## config.mk

```make
export PLATFORM = sky130hd
export DESIGN_NAME = positional_insert_remove_list_core
export DESIGN_NICKNAME = d
export VERILOG_FILES = /design/src/design/pirl_pkg.sv /design/src/design/pirl_ctrl.sv /design/src/design/pirl_dp.sv /design/src/design/positional_insert_remove_list_core.sv
export SDC_FILE = /design/constraint.sdc
export NUM_CORES = 1
export LEC_CHECK = 0
export ABC_AREA = 1
export BUFFER_PORTS_ARGS = -buffer_cell sky130_fd_sc_hd__buf_4
export CAP_MARGIN = 20
export CELL_PAD_IN_SITES_DETAIL_PLACEMENT = 0
export CELL_PAD_IN_SITES_GLOBAL_PLACEMENT = 1
export CORE_ASPECT_RATIO = 1.4
export CORE_MARGIN = 5
export CORE_UTILIZATION = 40
export CTS_BUF_LIST = sky130_fd_sc_hd__clkbuf_16
export DETAILED_ROUTE_END_ITERATION = 10
export GPL_TIMING_DRIVEN = 0
export PLACE_DENSITY = 0.7
export SLEW_MARGIN = 25
export SYNTH_ARGS = -nofsm -noshare
export SYNTH_HDL_FRONTEND = slang
export SYNTH_SLANG_ARGS = --single-unit
```

## constraint.sdc

```tcl
create_clock -name clk -period 7.2 [get_ports clk]
set_input_delay 0.72 -clock clk [delete_from_list [all_inputs] [get_ports clk]]
set_output_delay 0.72 -clock clk [all_outputs]
set_load 0.02 [all_outputs]
```

## src/design/pirl_pkg.sv

```systemverilog
// Package for the positional insert/remove list core.
// Holds the sizes, action and status codes, controller state type and command struct.
// No dependencies.
`timescale 1ns / 1ps

package pirl_pkg;

	// list geometry
	localparam int CAPACITY  = 16;
	localparam int WORD_BITS = 32;
	localparam int COUNT_W   = $clog2(CAPACITY + 1);
	localparam int IDX_W     = $clog2(CAPACITY);
	localparam int POS_W     = 5;
	localparam int ACT_W     = 3;
	localparam int STAT_W    = 2;

	// action codes
	localparam logic [ACT_W-1:0] ACT_INSERT    = 3'd0;
	localparam logic [ACT_W-1:0] ACT_APPEND    = 3'd1;
	localparam logic [ACT_W-1:0] ACT_PREPEND   = 3'd2;
	localparam logic [ACT_W-1:0] ACT_REMOVE    = 3'd3;
	localparam logic [ACT_W-1:0] ACT_POP_BACK  = 3'd4;
	localparam logic [ACT_W-1:0] ACT_POP_FRONT = 3'd5;
	localparam logic [ACT_W-1:0] ACT_READ      = 3'd6;

	// status codes
	localparam logic [STAT_W-1:0] STAT_OK    = 2'd0;
	localparam logic [STAT_W-1:0] STAT_FULL  = 2'd1;
	localparam logic [STAT_W-1:0] STAT_EMPTY = 2'd2;
	localparam logic [STAT_W-1:0] STAT_RANGE = 2'd3;

	// controller states
	typedef enum logic {
		S_IDLE,
		S_EXEC
	} state_t;

	// commands from controller to datapath
	typedef struct packed {
		logic load;   // capture the incoming beat
		logic exec;   // apply the captured item to the list
	} cmd_t;

endpackage

```

## src/design/pirl_ctrl.sv

```systemverilog
// Controller for the positional insert/remove list core.
// Two-state machine that sequences capture and execution; uses pirl_pkg.
`timescale 1ns / 1ps

module pirl_ctrl (
	input  logic           clk,
	input  logic           arst_n,
	input  logic           start,
	output logic           busy,
	output pirl_pkg::cmd_t cmd
);

	pirl_pkg::state_t state_q;
	pirl_pkg::state_t state_d;

	// state register
	always_ff @(posedge clk or negedge arst_n) begin
		if (!arst_n) begin
			state_q <= pirl_pkg::S_IDLE;
		end else begin
			state_q <= state_d;
		end
	end

	// next state
	always_comb begin
		state_d = state_q;
		unique case (state_q)
			pirl_pkg::S_IDLE: begin
				if (start) state_d = pirl_pkg::S_EXEC;
			end
			pirl_pkg::S_EXEC: begin
				state_d = pirl_pkg::S_IDLE;
			end
			default: begin
				state_d = pirl_pkg::S_IDLE;
			end
		endcase
	end

	// outputs
	always_comb begin
		busy     = 1'b0;
		cmd.load = 1'b0;
		cmd.exec = 1'b0;
		unique case (state_q)
			pirl_pkg::S_IDLE: begin
				cmd.load = start;
			end
			pirl_pkg::S_EXEC: begin
				busy     = 1'b1;
				cmd.exec = 1'b1;
			end
			default: begin
				busy = 1'b0;
			end
		endcase
	end

endmodule

```

## src/design/pirl_dp.sv

```systemverilog
// Datapath for the positional insert/remove list core.
// Item registers, a row of shifting cells, the entry count and result registers; uses pirl_pkg.
`timescale 1ns / 1ps

module pirl_dp (
	input  logic                                 clk,
	input  logic                                 arst_n,
	input  pirl_pkg::cmd_t                       cmd,
	input  logic [pirl_pkg::ACT_W-1:0]           action,
	input  logic signed [pirl_pkg::WORD_BITS-1:0] value,
	input  logic [pirl_pkg::POS_W-1:0]           position,
	output logic                                 done,
	output logic signed [pirl_pkg::WORD_BITS-1:0] data,
	output logic [pirl_pkg::COUNT_W-1:0]         count,
	output logic [pirl_pkg::STAT_W-1:0]          status
);

	localparam int CMP_W = (pirl_pkg::POS_W > pirl_pkg::COUNT_W) ?
		pirl_pkg::POS_W : pirl_pkg::COUNT_W;

	// captured item
	logic [pirl_pkg::ACT_W-1:0]     action_q;
	logic [pirl_pkg::WORD_BITS-1:0] value_q;
	logic [pirl_pkg::POS_W-1:0]     position_q;

	// list state
	logic [pirl_pkg::WORD_BITS-1:0] entries_q [pirl_pkg::CAPACITY];
	logic [pirl_pkg::WORD_BITS-1:0] entries_d [pirl_pkg::CAPACITY];
	logic [pirl_pkg::COUNT_W-1:0]   held_q;

	// result registers
	logic                           done_q;
	logic [pirl_pkg::WORD_BITS-1:0] data_q;
	logic [pirl_pkg::COUNT_W-1:0]   count_q;
	logic [pirl_pkg::STAT_W-1:0]    status_q;

	// decode
	logic                           do_ins;
	logic                           do_rem;
	logic                           do_rd;
	logic [pirl_pkg::COUNT_W-1:0]   p;
	logic [pirl_pkg::STAT_W-1:0]    stat_c;
	logic [pirl_pkg::COUNT_W-1:0]   held_d;
	logic [pirl_pkg::WORD_BITS-1:0] rd_word;
	logic                           full;
	logic                           empty;
	logic [CMP_W-1:0]               pos_x;
	logic [CMP_W-1:0]               held_x;

	// capture the accepted beat
	always_ff @(posedge clk) begin
		if (cmd.load) begin
			action_q   <= action;
			value_q    <= value;
			position_q <= position;
		end
	end

	// classify the action and check bounds
	always_comb begin
		full   = (held_q == pirl_pkg::COUNT_W'(pirl_pkg::CAPACITY));
		empty  = (held_q == '0);
		pos_x  = CMP_W'(position_q);
		held_x = CMP_W'(held_q);
		do_ins = 1'b0;
		do_rem = 1'b0;
		do_rd  = 1'b0;
		p      = '0;
		stat_c = pirl_pkg::STAT_OK;
		case (action_q)
			pirl_pkg::ACT_INSERT: begin
				if (full) stat_c = pirl_pkg::STAT_FULL;
				else if (pos_x > held_x) stat_c = pirl_pkg::STAT_RANGE;
				else begin
					do_ins = 1'b1;
					p      = pirl_pkg::COUNT_W'(position_q);
				end
			end
			pirl_pkg::ACT_APPEND: begin
				if (full) stat_c = pirl_pkg::STAT_FULL;
				else begin
					do_ins = 1'b1;
					p      = held_q;
				end
			end
			pirl_pkg::ACT_PREPEND: begin
				if (full) stat_c = pirl_pkg::STAT_FULL;
				else do_ins = 1'b1;
			end
			pirl_pkg::ACT_REMOVE: begin
				if (empty) stat_c = pirl_pkg::STAT_EMPTY;
				else if (pos_x >= held_x) stat_c = pirl_pkg::STAT_RANGE;
				else begin
					do_rem = 1'b1;
					p      = pirl_pkg::COUNT_W'(position_q);
				end
			end
			pirl_pkg::ACT_POP_BACK: begin
				if (empty) stat_c = pirl_pkg::STAT_EMPTY;
				else begin
					do_rem = 1'b1;
					p      = held_q - pirl_pkg::COUNT_W'(1);
				end
			end
			pirl_pkg::ACT_POP_FRONT: begin
				if (empty) stat_c = pirl_pkg::STAT_EMPTY;
				else do_rem = 1'b1;
			end
			pirl_pkg::ACT_READ: begin
				if (pos_x >= held_x) stat_c = pirl_pkg::STAT_RANGE;
				else begin
					do_rd = 1'b1;
					p     = pirl_pkg::COUNT_W'(position_q);
				end
			end
			default: begin
				stat_c = pirl_pkg::STAT_OK;
			end
		endcase
	end

	// single read port: p is below held whenever the word is used
	assign rd_word = entries_q[p[pirl_pkg::IDX_W-1:0]];

	// new count
	always_comb begin
		held_d = held_q;
		if (do_ins) held_d = held_q + pirl_pkg::COUNT_W'(1);
		else if (do_rem) held_d = held_q - pirl_pkg::COUNT_W'(1);
	end

	// each cell takes its own word, the new value, its lower neighbor's or its upper neighbor's
	always_comb begin
		for (int i = 0; i < pirl_pkg::CAPACITY; i++) begin
			entries_d[i] = entries_q[i];
			if (do_ins) begin
				if (pirl_pkg::COUNT_W'(i) == p) begin
					entries_d[i] = value_q;
				end else if (i > 0 && pirl_pkg::COUNT_W'(i) > p &&
					pirl_pkg::COUNT_W'(i) <= held_q) begin
					entries_d[i] = entries_q[(i > 0) ? i - 1 : 0];
				end
			end else if (do_rem) begin
				if (i < pirl_pkg::CAPACITY - 1 && pirl_pkg::COUNT_W'(i) >= p &&
					pirl_pkg::COUNT_W'(i + 1) < held_q) begin
					entries_d[i] = entries_q[(i < pirl_pkg::CAPACITY - 1) ? i + 1 : i];
				end
			end
		end
	end

	// cell row update
	always_ff @(posedge clk) begin
		if (cmd.exec) begin
			for (int i = 0; i < pirl_pkg::CAPACITY; i++) begin
				entries_q[i] <= entries_d[i];
			end
		end
	end

	// count and result strobe
	always_ff @(posedge clk or negedge arst_n) begin
		if (!arst_n) begin
			held_q <= '0;
			done_q <= 1'b0;
		end else begin
			done_q <= cmd.exec;
			if (cmd.exec) held_q <= held_d;
		end
	end

	// result payload
	always_ff @(posedge clk) begin
		if (cmd.exec) begin
			data_q   <= (do_rem || do_rd) ? rd_word : '0;
			count_q  <= held_d;
			status_q <= stat_c;
		end
	end

	assign done   = done_q;
	assign data   = data_q;
	assign count  = count_q;
	assign status = status_q;

endmodule

```

## src/design/positional_insert_remove_list_core.sv

```systemverilog
// Top level of the positional insert/remove list core.
// Joins the controller (pirl_ctrl) and the datapath (pirl_dp); uses pirl_pkg.
`timescale 1ns / 1ps

// Keeps a packed ordered list of up to 16 signed 32-bit words. A beat is taken
// when start is high and busy is low; busy then stays high for one cycle while
// the whole row of cells shifts at once, and the result (data, count, status)
// appears with a one-cycle done strobe on the next cycle, in which a new beat
// may already be taken. An item therefore passes through the capture and then
// the single cell-row update. The receiver cannot stall: results must be taken
// in the cycle done is high. Status 0 ok, 1 full, 2 empty, 3 position out of
// range; failed actions leave the list unchanged.
module positional_insert_remove_list_core (
	input  logic                                 clk,
	input  logic                                 arst_n,
	input  logic                                 start,
	output logic                                 busy,
	input  logic [pirl_pkg::ACT_W-1:0]           action,
	input  logic signed [pirl_pkg::WORD_BITS-1:0] value,
	input  logic [pirl_pkg::POS_W-1:0]           position,
	output logic                                 done,
	output logic signed [pirl_pkg::WORD_BITS-1:0] data,
	output logic [pirl_pkg::COUNT_W-1:0]         count,
	output logic [pirl_pkg::STAT_W-1:0]          status
);

	pirl_pkg::cmd_t cmd;

	// sequencing
	pirl_ctrl u_ctrl (
		.clk    (clk),
		.arst_n (arst_n),
		.start  (start),
		.busy   (busy),
		.cmd    (cmd)
	);

	// list storage and result registers
	pirl_dp u_dp (
		.clk      (clk),
		.arst_n   (arst_n),
		.cmd      (cmd),
		.action   (action),
		.value    (value),
		.position (position),
		.done     (done),
		.data     (data),
		.count    (count),
		.status   (status)
	);

endmodule
```

==> results by group <==
Outcome
  • Outcome: complete, no violations

Final layout
  • Commonest non-fill, non-tap cell in the layout: nand2_1
  • Fillers: approximately 9400
  • Area delta synth->final: 13.67%
  • Most frequent cells in the layout: 1619 x nand2_1, 591 x edfxtp_1, 551 x inv_1, 437 x nand3_1, 424 x o21ai_0
  • Share of post-route cells with drive strength above 1: 0.09157
  • Nets: approximately 5000
  • Post-route cell area: a little over 40000 um^2

Detailed routing
  • Via density per instance: between 5 and 6
  • Pre-antenna DRT Iters: 5
  • WL met3: between 9000 and 10000 um
  • Wire length on met2: just under 80000 um
  • DRC viols: 0
  • Via count: about 33000
  • M1 WL: between 60000 and 70000 um
  • Max layer used: met5
  • Routed len/inst: approximately 26 um
  • 1st-iter DRT viols: about 3600
  • WL final: 157700 um
  • Post-DRT Antenna Nets: 0

STA
  • Post-layout worst setup margin: 1844 ps
  • Final Hold Vio Count: 0
  • Min Tclk post-route: around 5400 ps
  • Hold slack: roughly 230 ps
  • Skew final: 26.14 ps
  • Worst slew margin: 0.2673
  • Period utilisation layout: 0.7439
  • Final Slew Violations: 0
  • RSZ-0062 raised after global routing: false
  • Final setup fails: 0
  • Slew @ Worst Pin: about 1100 ps
  • Fmax achieved: around 190 MHz

Worst setup path
  • Critical Path Source: u_dp.held_q[4]
  • Critical Path Source Type: register
  • Worst Path Arrival: ~5700 ps
  • CP Capture Type: register
  • Worst-path fanout max: 21
  • R2R Path Start: u_dp.held_q[4]
  • WS Path Type: reg2reg
  • WP data required: about 7600 ps

Global routing
  • Overall routing resource usage: 0.3187
  • Largest net degree at the start of global routing: 34
  • Initial antenna violation count: 6
  • Total grt overflow: 0
  • Vias in the first global route: around 32000
  • Global-route wire length before repair: around 220000 um

Logic synthesis
  • Sequential area share after synthesis: 0.4972
  • Warnings, synthesis: 0
  • FFs w/ async S/R, synth: 0.01171
  • Number of flops mapped to enable cells by yosys: between 500 and 600
  • Mapped Avg Cell Area: between 7 and 8 um^2
  • Post-Syn Instances: approximately 4800
  • Synthesized cell area: between 30000 and 40000 um^2
  • #FFs+latches synth: about 600
  • Yosys cell types: 41
  • Net count after synthesis: a little under 5000
  • Main flop type after synthesis: edfxtp_1

CTS
  • H-tree depth: 3
  • CTS buffer count: just over 70
  • Root buffer cell: clkbuf_16
  • CTS max path bufs: 3
  • Clk slew on worst S/H paths: 60 ps
  • Post-CTS Repair Setup Buffers: 0
  • TritonCTS clock tree: built
  • Total clock sinks: between 500 and 600
  • Skew-Pair Late Insertion Delay: roughly 660 ps

Floorplanning
  • Die ar.: between 90000 and 100000 um^2
  • Core Rows: 130
  • Ports: 84
  • Core area: around 90000 um^2
  • Die Span Y: ~370 um
  • DIE WIDTH: 263.7 um
  • Starting density of the core: 0.4022

Worst hold path
  • Worst Hold Launch: value[24]
  • Min-Delay Path Class: in2reg

Place
  • Pre-CTS WS: just under 2000 ps
  • Dpl hpwl: 130300 um
  • Placed Instance Area: around 39000 um^2
  • GPL Wtd Cong: 0.9547
  • Port bufs: 83

Power and ir drop
  • Static leakage: 0.01823 uW
  • Peak supply drop: 0.0002382 V
  • Overall power: 14710 uW
  • Pwr dens: around 360 nW/um^2

Flow run
  • Max_cap viols: 0
[per-layer routing]
layer  vias to the layer above  global-route usage
met3                       352             0.03822
li1                      15860                   -
met5                         -                   0
met2                      1364              0.5628
met1                     15250              0.3755
met4                         2              0.1847
[metrics by stage]
step / util / std cells / setup TNS (ps)
final: 0.4572 / 6170 / 0
after detailed placement: 0.4324 / 6043 / 0
after global placement: 0.4257 / 6026 / -23920
after global routing: 0.4571 / 6169 / 0
after floorplan: - / 4755 / 0
after CTS: 0.4571 / 6168 / 0
[logic make-up (layout without fill, tap and decap cells)]
logic type                 count (synthesis)  in the layout  share of synthesized area
AOI/OAI and AO/OA                        905            905                     0.1300
buffers and inverters                    897           1122                     0.1056
and+or+nand+nor                         2342           2342                     0.2631
xor gates and xnor gates                   3              3                  0.0007290
adders and majority gates                 10             10                   0.003471
DFF                                      598            598                     0.4972
other                                      0              2                          0
[registers in the layout (all words and copies together) (netlist names)]
| name | cells |
|---|---|
| u_dp.action_q | 3 |
| u_dp.held_q | 5 |
| u_dp.done | 1 |
| u_dp.status | 2 |
| u_dp.data | 32 |
| u_dp.entries_q | 512 |
| u_ctrl.state_q | 1 |
| u_dp.count | 5 |
| u_dp.value_q | 32 |
| u_dp.pos_x | 5 |
[power breakdown]
| group | switching [uW] | internal (uW) |
|---|---|---|
| clock network | 1580 | 1990 |
| registers | 162 | 4440 |
| logic | 4930 | 1600 |
| total | 6670 | 8030 |
[critical path, stage by stage, from the launching register on]
cell and delay, ps:
dfrtp_1 320, buf_4 180, clkinv_1 290, ha_1 410, nand2_1 80, nor2_1 150
nand2_1 70, nand3_1 70, nand2_1 110, nand2_4 120, nand2_2 250, inv_1 490
buf_4 370, buf_4 300, clkbuf_1 720, o21ai_0 320, a21oi_4 500, buf_16 230
[synthesized netlist by cell type (6+ instances only)]
| library cell | count | area [um^2] |
|---|---|---|
| nor2_1 | 253 | 949.7 |
| inv_1 | 539 | 2023 |
| dfrtp_1 | 7 | 175.2 |
| nor3_1 | 6 | 30.03 |
| nand3_2 | 7 | 70.07 |
| o211ai_1 | 36 | 270.3 |
| ha_1 | 10 | 125.1 |
| buf_2 | 141 | 705.7 |
| buf_1 | 8 | 30.03 |
| a21oi_1 | 115 | 575.6 |
| nand3_1 | 437 | 2187 |
| clkbuf_1 | 143 | 536.8 |
| buf_4 | 31 | 232.7 |
| edfxtp_1 | 591 | 17750 |
| o21ai_1 | 315 | 1577 |
| buf_6 | 19 | 214.0 |
| inv_2 | 12 | 45.04 |
| o21ai_0 | 424 | 2122 |
| nand2_1 | 1619 | 6077 |
[final cells by class]
cell class                      count  area (um^2)  area share
Buffer                            345         1738     0.04242
Sequential cell                   598        17930      0.4375
Antenna cell                        2        5.005   0.0001221
Tap cell                         1188         1486     0.03628
Clock buffer                       77         1927     0.04703
Timing Repair Buffer              101         1071     0.02614
Inverter                          552         2072     0.05057
Multi-Input combinational cell   3260        14470      0.3533
Clock inverter                     47        274.0    0.006688
[worst paths after layout]
kind,end,slack [ps],cells after the start
setup / recovery,u_dp.entries_q[11][9],1840,17
hold / removal,u_dp.value_q[24],230,1
setup reg to reg,u_dp.entries_q[11][9],1840,17
hold reg to reg,u_dp.entries_q[5][26],550,2
max in group asynchronous,u_ctrl.state_q,6660,2
min in group asynchronous,u_ctrl.state_q,400,2
[what timing repair did]
item,CTS,global route
hold buffers,1,0
gates resized for setup,0,0
hold endpoints to repair,7,0
(Power assumes the default switching activity.)
